$ cat src/ecghp_pkg.sv
// Shared types and constants for the ECG high-pass / lead-off ring block.
// No dependencies; imported by ecghp_filter and ecg_highpass_leadoff_ring.
package ecghp_pkg;

    // Field widths fixed by the item format
    localparam int RAW_W    = 12;
    localparam int SMP_W    = 12;
    localparam int CNT_W    = 7;
    localparam int ALPHA_W  = 16;
    localparam int STATE_W  = 24;

    // Command codes
    localparam logic CMD_SAMPLE = 1'b0;
    localparam logic CMD_READ   = 1'b1;

    // Register indexes (byte address = 4 * index)
    localparam logic [1:0] REG_HP_ALPHA      = 2'd0;
    localparam logic [1:0] REG_LO_PLUS_USED  = 2'd1;
    localparam logic [1:0] REG_LO_MINUS_USED = 2'd2;

    localparam logic [ALPHA_W-1:0] HP_ALPHA_RESET = 16'd65208;

    // Lead-off raw sample window
    localparam logic [RAW_W-1:0] OFF_LOW_LIMIT  = 12'd30;
    localparam logic [RAW_W-1:0] OFF_HIGH_LIMIT = 12'd4060;

    // Output clamp and filter state saturation
    localparam logic signed [SMP_W-1:0]   SMP_MAX   = 12'sd2047;
    localparam logic signed [SMP_W-1:0]   SMP_MIN   = -12'sd2048;
    localparam logic signed [STATE_W-1:0] STATE_MAX = 24'sd8388607;
    localparam logic signed [STATE_W-1:0] STATE_MIN = -24'sd8388608;

    // One result item
    typedef struct packed {
        logic signed [SMP_W-1:0] sample;
        logic                    leads_off;
        logic                    valid_res;
        logic [CNT_W-1:0]        count;
        logic                    last;
    } res_t;

endpackage

$ cat src/ecghp_filter.sv
// One-pole DC-blocking high-pass filter, four pipeline steps per sample.
// Holds the filter state (previous output Q.8, previous input). Uses ecghp_pkg.
module ecghp_filter (
    input  logic                             aclk,
    input  logic                             aresetn,
    input  logic                             start,
    input  logic [ecghp_pkg::RAW_W-1:0]      x,
    input  logic [ecghp_pkg::ALPHA_W-1:0]    alpha,
    output logic                             done,
    output logic signed [ecghp_pkg::SMP_W-1:0] y_out
);
    import ecghp_pkg::*;

    localparam int D_W    = STATE_W + 2;
    localparam int PROD_W = D_W + ALPHA_W + 1;
    localparam int Q_W    = PROD_W - 16;

    logic signed [STATE_W-1:0] prev_out_reg;
    logic [RAW_W-1:0]          prev_in_reg;
    logic                      st1_reg, st2_reg, st3_reg, st4_reg;
    logic signed [D_W-1:0]     d_reg;
    logic signed [PROD_W-1:0]  prod_reg;
    logic signed [STATE_W-1:0] y_reg;

    logic signed [RAW_W:0]     diff;
    logic signed [D_W-1:0]     d_next;
    logic signed [PROD_W-1:0]  prod_adj;
    logic signed [Q_W-1:0]     q;
    logic signed [STATE_W-1:0] y_next;
    logic signed [STATE_W-1:0] y_adj;
    logic signed [STATE_W-9:0] o_wide;
    logic signed [SMP_W-1:0]   o_next;

    // d = prev_output + (x - prev_input) * 256
    assign diff   = $signed({1'b0, x}) - $signed({1'b0, prev_in_reg});
    assign d_next = {{2{prev_out_reg[STATE_W-1]}}, prev_out_reg}
                  + {{(D_W-RAW_W-9){diff[RAW_W]}}, diff, 8'b0};

    // (alpha * d) / 65536 toward zero, saturated to the Q.8 state range
    assign prod_adj = prod_reg + (prod_reg[PROD_W-1] ? PROD_W'(65535) : '0);
    assign q        = prod_adj[PROD_W-1:16];
    always_comb begin
        if (q > Q_W'(STATE_MAX)) begin
            y_next = STATE_MAX;
        end else if (q < Q_W'(STATE_MIN)) begin
            y_next = STATE_MIN;
        end else begin
            y_next = q[STATE_W-1:0];
        end
    end

    // y / 256 toward zero, clamped to the sample range
    assign y_adj  = y_reg + (y_reg[STATE_W-1] ? STATE_W'(255) : '0);
    assign o_wide = y_adj[STATE_W-1:8];
    always_comb begin
        if (o_wide > (STATE_W-8)'(SMP_MAX)) begin
            o_next = SMP_MAX;
        end else if (o_wide < (STATE_W-8)'(SMP_MIN)) begin
            o_next = SMP_MIN;
        end else begin
            o_next = o_wide[SMP_W-1:0];
        end
    end

    // Step control and filter state
    always_ff @(posedge aclk) begin
        if (!aresetn) begin
            st1_reg      <= 1'b0;
            st2_reg      <= 1'b0;
            st3_reg      <= 1'b0;
            st4_reg      <= 1'b0;
            prev_out_reg <= '0;
            prev_in_reg  <= '0;
        end else begin
            st1_reg <= start;
            st2_reg <= st1_reg;
            st3_reg <= st2_reg;
            st4_reg <= st3_reg;
            if (start) begin
                prev_in_reg <= x;
            end
            if (st3_reg) begin
                prev_out_reg <= y_next;
            end
        end
    end

    // Datapath registers
    always_ff @(posedge aclk) begin
        if (start) begin
            d_reg <= d_next;
        end
        if (st1_reg) begin
            prod_reg <= $signed({1'b0, alpha}) * d_reg;
        end
        if (st3_reg) begin
            y_reg <= y_next;
        end
    end

    assign done  = st4_reg;
    assign y_out = o_next;

endmodule

$ cat src/ecg_highpass_leadoff_ring.sv
// Top level: ECG high-pass filter with lead-off detection and a ring of samples.
// Uses ecghp_pkg and ecghp_filter.
//
// Input channel (s_*): one item is a command. cmd 0 takes raw_sample: the
// leads are judged off if a wired lead-off pin reads low or the sample is
// outside 30..4060; off stores zero, otherwise the filtered sample is stored.
// Either way one result item follows. cmd 1 reads up to max_count of the
// newest stored samples, oldest first, one result item each, last set on the
// final one; an empty read gives a single item with valid_res 0.
// Result channel (m_*) is fed from a two-entry output queue, so a finished
// item waits there while the sequencer goes on.
// Flow: a sample with leads off goes straight to push, a filtered sample first
// waits out the four filter steps (multiplier registered). A read of n samples
// streams one item per cycle while the queue has room, from a registered ring
// read port; the next command is taken the cycle after the last ring read.
// A read never overlaps a ring write, so no forwarding is needed.
// Receiver stall: the queue fills, ring reads and sample stores hold until
// room frees; nothing is dropped. Reset clears write and queue pointers,
// fill count, filter state and registers (hp_alpha 65208); ring data undefined.
// Config: APB-style, registers at byte addresses 0, 4, 8, pready always high.
module ecg_highpass_leadoff_ring #(
    parameter int RING_DEPTH = 64
) (
    input  logic                                aclk,
    input  logic                                aresetn,
    // configuration
    input  logic                                psel,
    input  logic                                penable,
    input  logic                                pwrite,
    input  logic [3:0]                          paddr,
    input  logic [31:0]                         pwdata,
    output logic [31:0]                         prdata,
    output logic                                pready,
    // input items
    input  logic                                s_valid,
    output logic                                s_ready,
    input  logic                                s_cmd,
    input  logic [ecghp_pkg::RAW_W-1:0]         s_raw_sample,
    input  logic                                s_lo_plus_low,
    input  logic                                s_lo_minus_low,
    input  logic [ecghp_pkg::CNT_W-1:0]         s_max_count,
    // result items
    output logic                                m_valid,
    input  logic                                m_ready,
    output logic signed [ecghp_pkg::SMP_W-1:0]  m_sample,
    output logic                                m_leads_off,
    output logic                                m_valid_res,
    output logic [ecghp_pkg::CNT_W-1:0]         m_count,
    output logic                                m_last
);
    import ecghp_pkg::*;

    localparam int PTR_W = $clog2(RING_DEPTH);
    localparam int SUM_W = CNT_W + 1;

    typedef enum logic [1:0] {
        ST_IDLE,
        ST_FILT,
        ST_PUSH,
        ST_READ
    } state_t;

    // Configuration registers
    logic [ALPHA_W-1:0] hp_alpha_reg;
    logic               lo_plus_used_reg;
    logic               lo_minus_used_reg;
    logic               cfg_wr;

    // Sequencer state
    state_t             state_reg;
    logic [PTR_W-1:0]   wp_reg;
    logic [CNT_W-1:0]   fill_reg;
    logic [RAW_W-1:0]   last_raw_reg;
    res_t               pend_reg;
    logic               pend_wr_reg;
    logic [PTR_W-1:0]   rd_ptr_reg;
    logic [CNT_W-1:0]   rem_reg;
    logic [CNT_W-1:0]   rd_n_reg;
    logic               rd_off_reg;
    logic               inflight_reg;
    logic               rd_last_reg;

    // Ring memory
    logic [SMP_W-1:0]   ring_mem [RING_DEPTH];
    logic [SMP_W-1:0]   rd_data_reg;

    // Output queue
    res_t               q_mem [2];
    logic               q_wr_idx_reg;
    logic               q_rd_idx_reg;
    logic [1:0]         q_cnt_reg;

    logic               accept;
    logic [RAW_W-1:0]   judge_raw;
    logic               off;
    logic               filt_start;
    logic               filt_done;
    logic signed [SMP_W-1:0] filt_y;
    logic [CNT_W-1:0]   n;
    logic [SUM_W-1:0]   start_sum;
    logic [PTR_W-1:0]   start_ptr;
    logic [1:0]         occ;
    logic               pop;
    logic               room;
    logic               issue;
    logic               ring_we;
    logic               push;
    res_t               push_data;
    res_t               q_head;

    // APB register file
    assign pready = 1'b1;
    assign cfg_wr = psel & penable & pwrite;

    always_ff @(posedge aclk) begin
        if (!aresetn) begin
            hp_alpha_reg      <= HP_ALPHA_RESET;
            lo_plus_used_reg  <= 1'b0;
            lo_minus_used_reg <= 1'b0;
        end else if (cfg_wr) begin
            case (paddr[3:2])
                REG_HP_ALPHA:      hp_alpha_reg      <= pwdata[ALPHA_W-1:0];
                REG_LO_PLUS_USED:  lo_plus_used_reg  <= pwdata[0];
                REG_LO_MINUS_USED: lo_minus_used_reg <= pwdata[0];
                default: ;
            endcase
        end
    end

    always_comb begin
        case (paddr[3:2])
            REG_HP_ALPHA:      prdata = {16'b0, hp_alpha_reg};
            REG_LO_PLUS_USED:  prdata = {31'b0, lo_plus_used_reg};
            REG_LO_MINUS_USED: prdata = {31'b0, lo_minus_used_reg};
            default:           prdata = '0;
        endcase
    end

    // Lead-off judgement: a sample uses its own raw value, a read the latest one
    assign s_ready   = (state_reg == ST_IDLE);
    assign accept    = s_valid & s_ready;
    assign judge_raw = (s_cmd == CMD_SAMPLE) ? s_raw_sample : last_raw_reg;
    assign off       = (lo_plus_used_reg & s_lo_plus_low)
                     | (lo_minus_used_reg & s_lo_minus_low)
                     | (judge_raw < OFF_LOW_LIMIT) | (judge_raw > OFF_HIGH_LIMIT);
    assign filt_start = accept & (s_cmd == CMD_SAMPLE) & ~off;

    // Read length and oldest entry
    assign n         = (fill_reg < s_max_count) ? fill_reg : s_max_count;
    assign start_sum = SUM_W'(wp_reg) + SUM_W'(RING_DEPTH) - SUM_W'(n);
    assign start_ptr = (start_sum >= SUM_W'(RING_DEPTH))
                     ? PTR_W'(start_sum - SUM_W'(RING_DEPTH)) : PTR_W'(start_sum);

    // Queue room, counting the ring read in flight
    assign pop     = m_valid & m_ready;
    assign occ     = q_cnt_reg + {1'b0, inflight_reg};
    assign room    = (occ < 2'd2) | pop;
    assign issue   = (state_reg == ST_READ) & room;
    assign ring_we = (state_reg == ST_PUSH) & room & pend_wr_reg;

    ecghp_filter u_filter (
        .aclk    (aclk),
        .aresetn (aresetn),
        .start   (filt_start),
        .x       (s_raw_sample),
        .alpha   (hp_alpha_reg),
        .done    (filt_done),
        .y_out   (filt_y)
    );

    // Command sequencer
    always_ff @(posedge aclk) begin
        if (!aresetn) begin
            state_reg    <= ST_IDLE;
            wp_reg       <= '0;
            fill_reg     <= '0;
            last_raw_reg <= '0;
            pend_wr_reg  <= 1'b0;
            inflight_reg <= 1'b0;
        end else begin
            inflight_reg <= issue;
            case (state_reg)
                ST_IDLE: begin
                    if (accept) begin
                        if (s_cmd == CMD_SAMPLE) begin
                            last_raw_reg <= s_raw_sample;
                            if (off) begin
                                pend_reg    <= '{sample: '0, leads_off: 1'b1,
                                                 valid_res: 1'b1, count: '0, last: 1'b1};
                                pend_wr_reg <= 1'b1;
                                state_reg   <= ST_PUSH;
                            end else begin
                                state_reg   <= ST_FILT;
                            end
                        end else if (n == '0) begin
                            pend_reg    <= '{sample: '0, leads_off: off,
                                             valid_res: 1'b0, count: '0, last: 1'b1};
                            pend_wr_reg <= 1'b0;
                            state_reg   <= ST_PUSH;
                        end else begin
                            rd_ptr_reg <= start_ptr;
                            rem_reg    <= n;
                            rd_n_reg   <= n;
                            rd_off_reg <= off;
                            state_reg  <= ST_READ;
                        end
                    end
                end
                ST_FILT: begin
                    if (filt_done) begin
                        pend_reg    <= '{sample: filt_y, leads_off: 1'b0,
                                         valid_res: 1'b1, count: '0, last: 1'b1};
                        pend_wr_reg <= 1'b1;
                        state_reg   <= ST_PUSH;
                    end
                end
                ST_PUSH: begin
                    if (room) begin
                        state_reg <= ST_IDLE;
                        if (pend_wr_reg) begin
                            wp_reg <= (wp_reg == PTR_W'(RING_DEPTH - 1)) ? '0 : wp_reg + 1'b1;
                            if (fill_reg < CNT_W'(RING_DEPTH)) begin
                                fill_reg <= fill_reg + 1'b1;
                            end
                        end
                    end
                end
                ST_READ: begin
                    if (room) begin
                        rd_ptr_reg  <= (rd_ptr_reg == PTR_W'(RING_DEPTH - 1))
                                     ? '0 : rd_ptr_reg + 1'b1;
                        rem_reg     <= rem_reg - 1'b1;
                        rd_last_reg <= (rem_reg == CNT_W'(1));
                        if (rem_reg == CNT_W'(1)) begin
                            state_reg <= ST_IDLE;
                        end
                    end
                end
                default: state_reg <= ST_IDLE;
            endcase
        end
    end

    // Ring memory: one write port, one registered read port
    always_ff @(posedge aclk) begin
        if (ring_we) begin
            ring_mem[wp_reg] <= pend_reg.sample;
        end
        if (issue) begin
            rd_data_reg <= ring_mem[rd_ptr_reg];
        end
    end

    // Queue push: ring read return or a pending single result
    assign push = inflight_reg | ((state_reg == ST_PUSH) & room);
    always_comb begin
        if (inflight_reg) begin
            push_data = '{sample: rd_data_reg, leads_off: rd_off_reg, valid_res: 1'b1,
                          count: rd_n_reg, last: rd_last_reg};
        end else begin
            push_data = pend_reg;
        end
    end

    // Two-entry output queue
    always_ff @(posedge aclk) begin
        if (!aresetn) begin
            q_wr_idx_reg <= 1'b0;
            q_rd_idx_reg <= 1'b0;
            q_cnt_reg    <= '0;
        end else begin
            if (push) begin
                q_wr_idx_reg <= ~q_wr_idx_reg;
            end
            if (pop) begin
                q_rd_idx_reg <= ~q_rd_idx_reg;
            end
            q_cnt_reg <= q_cnt_reg + {1'b0, push} - {1'b0, pop};
        end
    end

    always_ff @(posedge aclk) begin
        if (push) begin
            q_mem[q_wr_idx_reg] <= push_data;
        end
    end

    assign q_head      = q_mem[q_rd_idx_reg];
    assign m_valid     = (q_cnt_reg != 2'd0);
    assign m_sample    = q_head.sample;
    assign m_leads_off = q_head.leads_off;
    assign m_valid_res = q_head.valid_res;
    assign m_count     = q_head.count;
    assign m_last      = q_head.last;

endmodule
$ cat config.mk
export PLATFORM = sky130hd
export DESIGN_NAME = ecg_highpass_leadoff_ring
export DESIGN_NICKNAME = d
export VERILOG_FILES = /design/src/ecghp_pkg.sv /design/src/ecghp_filter.sv /design/src/ecg_highpass_leadoff_ring.sv
export SDC_FILE = /design/constraint.sdc
export NUM_CORES = 2
export LEC_CHECK = 0
export BUFFER_PORTS_ARGS = -buffer_cell sky130_fd_sc_hd__buf_4
export CAP_MARGIN = 0
export CELL_PAD_IN_SITES_DETAIL_PLACEMENT = 0
export CELL_PAD_IN_SITES_GLOBAL_PLACEMENT = 2
export CORE_ASPECT_RATIO = 1.25
export CORE_MARGIN = 5
export CORE_UTILIZATION = 45
export CTS_CLUSTER_SIZE = 20
export DETAILED_ROUTE_END_ITERATION = 12
export PLACE_DENSITY_LB_ADDON = 0.1
export SETUP_SLACK_MARGIN = 0.15
export SYNTH_ARGS = -nofsm -noshare
export SYNTH_HDL_FRONTEND = slang
export SYNTH_HIERARCHICAL = 1
export SYNTH_SLANG_ARGS = --single-unit
$ cat constraint.sdc
create_clock -name aclk -period 17.5 [get_ports aclk]
set_clock_uncertainty 0.15 [all_clocks]
set_input_delay 1.75 -clock aclk [delete_from_list [all_inputs] [get_ports aclk]]
set_output_delay 1.75 -clock aclk [all_outputs]
set_load 0.05 [all_outputs]
### After elaboration in Yosys (flattened, before gate mapping)

Memory sizes are Yosys's and may differ from the RTL's. A register that Yosys moved wholly into a read port is not among the register bits.
Cells that the tools add are included.

| storage, ports and cells | value |
|---|---|
| latch bits | 0 |
| register bits | 227 |
| memory bits (read-only) | 0 |
| input port bits | 65 |
| memories kept | 2 |
| output and inout bits | 57 |
| bits in writable memories | 812 |

Memory list:

| name | depth | bits a word | read ports | clocked after memory_dff | wr ports | RTL line | text |
|---|---|---|---|---|---|---|---|
| ring_mem | 64 | 12 | 1 | 1 | 1 | ecg_highpass_leadoff_ring.sv:84 | `logic [SMP_W-1:0] ring_mem [RING_DEPTH];` |
| q_mem | 2 | 22 | 1 | 1 | 1 | ecg_highpass_leadoff_ring.sv:88 | `res_t q_mem [2];` |

| cells by class | value |
|---|---|
| $add $sub $neg | 14 |
| shift operators | 0 |
| magnitude comparators | 10 |
| eq/ne operators | 17 |
| div/mod/pow operators | 0 |
| multiplexer cells | 50 |
| multipliers | 1 |
| bitwise logic cells | 21 |
| reduce and logical (&&, ||, !) cells | 18 |

Operators by type and width:

| cell | count |
|---|---|
| $mux W22 | 6 |
| $mux W24 | 2 |
| $pmux W16 S3 | 1 |
| $pmux W22 S2 | 1 |
| $add A43 B43 Y43 | 1 |
| $mul A17 B25 Y42 | 1 |
| $mux W6 | 7 |
| $mux W12 | 3 |
| $mux W7 | 5 |
| $gt A27 B24 Y1 const B | 1 |
| $lt A27 B24 Y1 const B | 1 |
| $add A24 B21 Y25 | 1 |
| $add A24 B24 Y24 | 1 |
| $gt A16 B12 Y1 const B | 1 |
| $lt A16 B12 Y1 const B | 1 |
| $mux W16 | 1 |
| $reduce_and A5 Y1 | 3 |
| $mux W2 | 7 |
| $pmux W7 S2 | 1 |
| $sub A12 B12 Y13 | 1 |
| $add A6 B1 Y6 const B | 2 |
| $eq A6 B6 Y1 const B | 2 |
| $gt A12 B12 Y1 const B | 1 |
| $lt A12 B5 Y1 const B | 1 |
| other kinds (33) | 79 |

### Depth between registers and ports, before layout

| logic depth | value |
|---|---|
| word-level depth | 9 |
| depth in mapped cells | 24 |
| depth with buffers taken out | 23 |

### Modules after synthesis

Netlist, hierarchy kept.

Modules (own cells, without submodules):

| module | area an instance (µm²) | cells an instance | times used |
|---|---|---|---|
| ecg_highpass_leadoff_ring | 36757.8 | 2148 | 1 |
| ecghp_filter | 21079.0 | 2227 | 1 |

### Least setup slack after synthesis

No wires, ideal clock.

| timing path | value |
|---|---|
| path kind | register to register |
| start | register hp_alpha_reg[2] |
| end | register u_filter.prod_reg[40] (data pin) |
| cell stages (with the launch flop) | 24 |
| data required time | 17.213 ns |
| setup slack | 10.560 ns |
| data arrival time | 6.653 ns |
| clock period less this slack | 6.940 ns |
| cell sequence | dfxtp_1 clkbuf_1 clkbuf_1 nand2_1 fa_1 fa_1 fa_1 inv_1 fa_1 fa_1 inv_1 fa_1 inv_1 ha_1 a211oi_1 o21bai_1 a21oi_1 o221ai_2 a2111o_1 a31o_1 a311o_1 a21oi_2 or4b_1 nand4_1 |

| on the way | value |
|---|---|
| word-level cells in the longest chain between the ends | 1 |

RTL lines:

| what | RTL line | text |
|---|---|---|
| from (decl) | ecg_highpass_leadoff_ring.sv:64 | `logic [ALPHA_W-1:0] hp_alpha_reg;` |
| from (signal assigned) | ecg_highpass_leadoff_ring.sv:122 | `REG_HP_ALPHA: hp_alpha_reg <= pwdata[ALPHA_W-1:0];` |
| $mul A17 B25 Y42 | ecghp_filter.sv:94 | `prod_reg <= $signed({1'b0, alpha}) * d_reg;` |
| to (signal assigned) | ecghp_filter.sv:94 |  |
| to (decl) | ecghp_filter.sv:22 | `logic signed [PROD_W-1:0] prod_reg;` |

Every way passes these cells.
A chain may end at the register's enable or synchronous reset.

### Worst setup path in the final report

| timing path | value |
|---|---|
| start | register u_filter.d_reg[10] |
| end | register u_filter.prod_reg[40] (data pin) |

| on the way | value |
|---|---|
| word-level cells in the longest chain between the ends | 1 |

RTL lines:

| what | RTL line | text |
|---|---|---|
| from (decl) | ecghp_filter.sv:21 | `logic signed [D_W-1:0] d_reg;` |
| from (signal assigned) | ecghp_filter.sv:91 | `d_reg <= d_next;` |
| $mul A17 B25 Y42 | ecghp_filter.sv:94 |  |

Every way passes these cells.

==> results_dict.tcl <==
set metrics [dict create \
    root_buffer "clkbuf_16" \
    final_layout_size_suffix_gt1_share_pct 11.8 \
    cts_buffers 99 \
    post_synth.cell_area_avg_um2 13.2 \
    power_density_nw_per_um2 193 \
    yosysSeqAreaShare_pct 52.6 \
    viasPerCell 5.37 \
    die_y_um 411 \
    track_usage_pct 22.1 \
    ys_types 81 \
    overflow 0 \
    fillers 11390 \
    synthToLayoutAreaGrowth_pct 10.2 \
    ir_drop_v 0.000285 \
    antenna_found_initial 6 \
    maxCapViolCount 0 \
    ys_async_sr_fraction_pct 0 \
    clkSinkCount 1043 \
    hold_path_class "register to register" \
    synth_edf_count 951 \
    layout_setup_ws_ps 9630 \
    run_status "complete, no violations" \
    crit_path_end_kind "register" \
    drtIter0Drc 2135 \
    worstPathArrival_ps 8230 \
    h-tree-depth 3 \
    synth_seq_cells 1043 \
    multi_input_area_um2 24600 \
    fp.dieW_um 331 \
    finalSetupViolCount 0 \
    dieArea_um2 136000 \
    dp_worst_setup_slack_ps 9460 \
    synth_top_family_by_area "adder cells" \
    critical_path_class "register to register" \
    synth_mux_area_share_pct 8.76 \
    regArea_um2 30400 \
    dp_hpwl_um 101000 \
    cp_data_required_time_ps 17860 \
    synth_fa_ha_area_share_pct 17.3 \
    p_leak_nw 24.4 \
    tns_ps 0 \
    finalCriticalPeriod_ps 7870 \
    yosys.area_share.simple_pct 8.13 \
    worstSkewPairLatency_ps 700 \
    fmax_mhz 127 \
    start_util_pct 45.2 \
    gp_congestion 0.802 \
    syn-cell-area_um2 57800 \
    synth_compound_area_share_pct 6.38 \
    synth_warnings 6 \
    netlist_instances 4375 \
    grt_pass1_vias 35670 \
    start_kind "register" \
    num_antenna_cells 0 \
    grt_max_degree 128 \
    maxSlewHeadroom_pct 16.1 \
    fin_crit_sh_pct 45.0 \
    largest_reg_flops 768 \
    fin_util_pct 49.8 \
    cts.repair.resized 0 \
    io_pins 122 \
    rsz0062_at_grt "no" \
    num_vias 33596 \
    synth-xor-area-share_pct 1.82 \
    cts_tree "done" \
    post_cts_buffers 0 \
    wl_per_cell_um 23.7 \
    grt_pass1_wl_um 226000 \
    detail-route-antenna-nets 0 \
    clkTransAtPathRegs_ps 60 \
    core_area_um2 128000 \
    final-hold-violation-count 0 \
    cts_hold_buf 0 \
    routed_wl_um 149000 \
    num_rows 147 \
    drv_slew 0 \
    fin_nets 5090 \
    drc 0 \
    worst_pin_slew_ps 1250 \
    dr.pass1.iters 5 \
    path_max_fanout 16 \
    ctsLongestPathBuffers 3 \
    port_buffers 86 \
    synthFlopType "edfxtp_1" \
]
-- worst paths after layout --
kind / start / to / slack [ps] / depth (start not counted)
max: u_filter/d_reg[10] / u_filter/prod_reg[40] / 9630 / 21
min reg2reg: u_filter/prev_out_reg[1] / u_filter/d_reg[1] / 280 / 0
max reg2reg: u_filter/d_reg[10] / u_filter/prod_reg[40] / 9630 / 21
min: u_filter/prev_out_reg[1] / u_filter/d_reg[1] / 280 / 0
-- metrics by stage --
step | instance area (um^2) | instances | total power, mW | hold WS, ps
final | 63700 | 6259 | 12.3 | 283
after global routing | 63700 | 6259 | 13.4 | 306
after CTS | 63700 | 6258 | 12.5 | 285
after detailed placement | 60500 | 6073 | 10.3 | 274
after global placement | 60500 | 6073 | 10.3 | 266
after floorplan | 57900 | 4390 | 8.44 | 259
-- per-layer routing --
layer | vias up | track usage (%) | part of all wire [%]
met5 | - | 0 | 0.018
met4 | 4 | 6.50 | 2.9
met3 | 198 | 2.21 | 2.8
met2 | 473 | 42.5 | 56
met1 | 17426 | 26.0 | 39
li1 | 15495 | - | -
-- cells in the final DEF, fill, tap and decap left out, types with 19 or more instances in the layout --
cell / count
buf_4: 187
inv_1: 508
a21oi_1: 188
o21ai_0: 83
fa_1: 393
xor2_1: 43
mux2_2: 58
clkbuf_1: 19
mux2_1: 27
mux2i_1: 165
nor2_1: 138
ha_1: 170
a21boi_0: 20
dfxtp_1: 89
o31ai_1: 25
a21o_1: 32
o21ai_1: 37
xnor2_1: 77
and2_1: 207
nand2_1: 409
and3_1: 29
o22ai_1: 55
nor2b_1: 34
nor3_1: 25
o221ai_1: 50
nand3_1: 50
clkbuf_16: 100
mux4_2: 108
edfxtp_1: 951
-- worst max-delay path, cell delays in order, from the launching register on --
cell and delay, ps:
edfxtp_1 1020, nand2_1 190, fa_1 540, fa_1 470
fa_1 540, inv_1 60, fa_1 500, fa_1 500
inv_1 50, fa_1 470, inv_1 40, ha_1 340
a211oi_1 230, o21bai_1 100, a21oi_1 220, o221ai_2 240
a2111o_1 510, a31o_1 270, a311o_1 420, a21oi_2 200
or4b_1 440, nand4_1 170
-- Yosys cell counts (all sizes together), types with 26 or more instances --
cell type  count  area share [%]
mux2          85             1.7
buf           85            0.89
fa           393              14
xnor2         77             1.2
and2         208             2.2
edfxtp       951              49
nand2        410             2.7
dfxtp         92             3.2
mux4         108             4.2
ha           170             3.7
and3          29            0.31
o221ai        51            0.78
mux2i        166             2.9
xor2          43            0.65
a21o          32            0.42
a21oi        191             1.7
nor2b         36            0.39
clkbuf       134            0.87
nor2         141            0.92
nand3         50            0.43
inv          509             3.3
o21ai        120             1.0
o22ai         55            0.59
nor3          26            0.22
-- cells by family (layout without fill, tap and decap cells) --
kind of cell	count (synthesis)	after routing
xor+xnor	120	120
simple gates	976	976
mux	359	359
compound gates	584	584
flops	1043	1043
fa+ha+maj	563	563
buf+inv	728	884
other cells	2	17
-- report_power, final --
part | switching, mW | internal, mW | total [mW]
Clock | 0.949 | 1.18 | 2.13
Combinational | 4.06 | 2.86 | 6.92
Sequential | 0.0786 | 3.15 | 3.23
-- final cells by class --
class / instances / area share [%]
flip-flops and latches: 1043 / 47.7
multi-input cells: 2619 / 38.6
clock buffers: 125 / 4.17
well taps: 1713 / 3.36
inverters: 509 / 3.00
repair buffers: 190 / 2.28
clock inverters: 60 / 0.864
(Power assumes the default switching activity.)
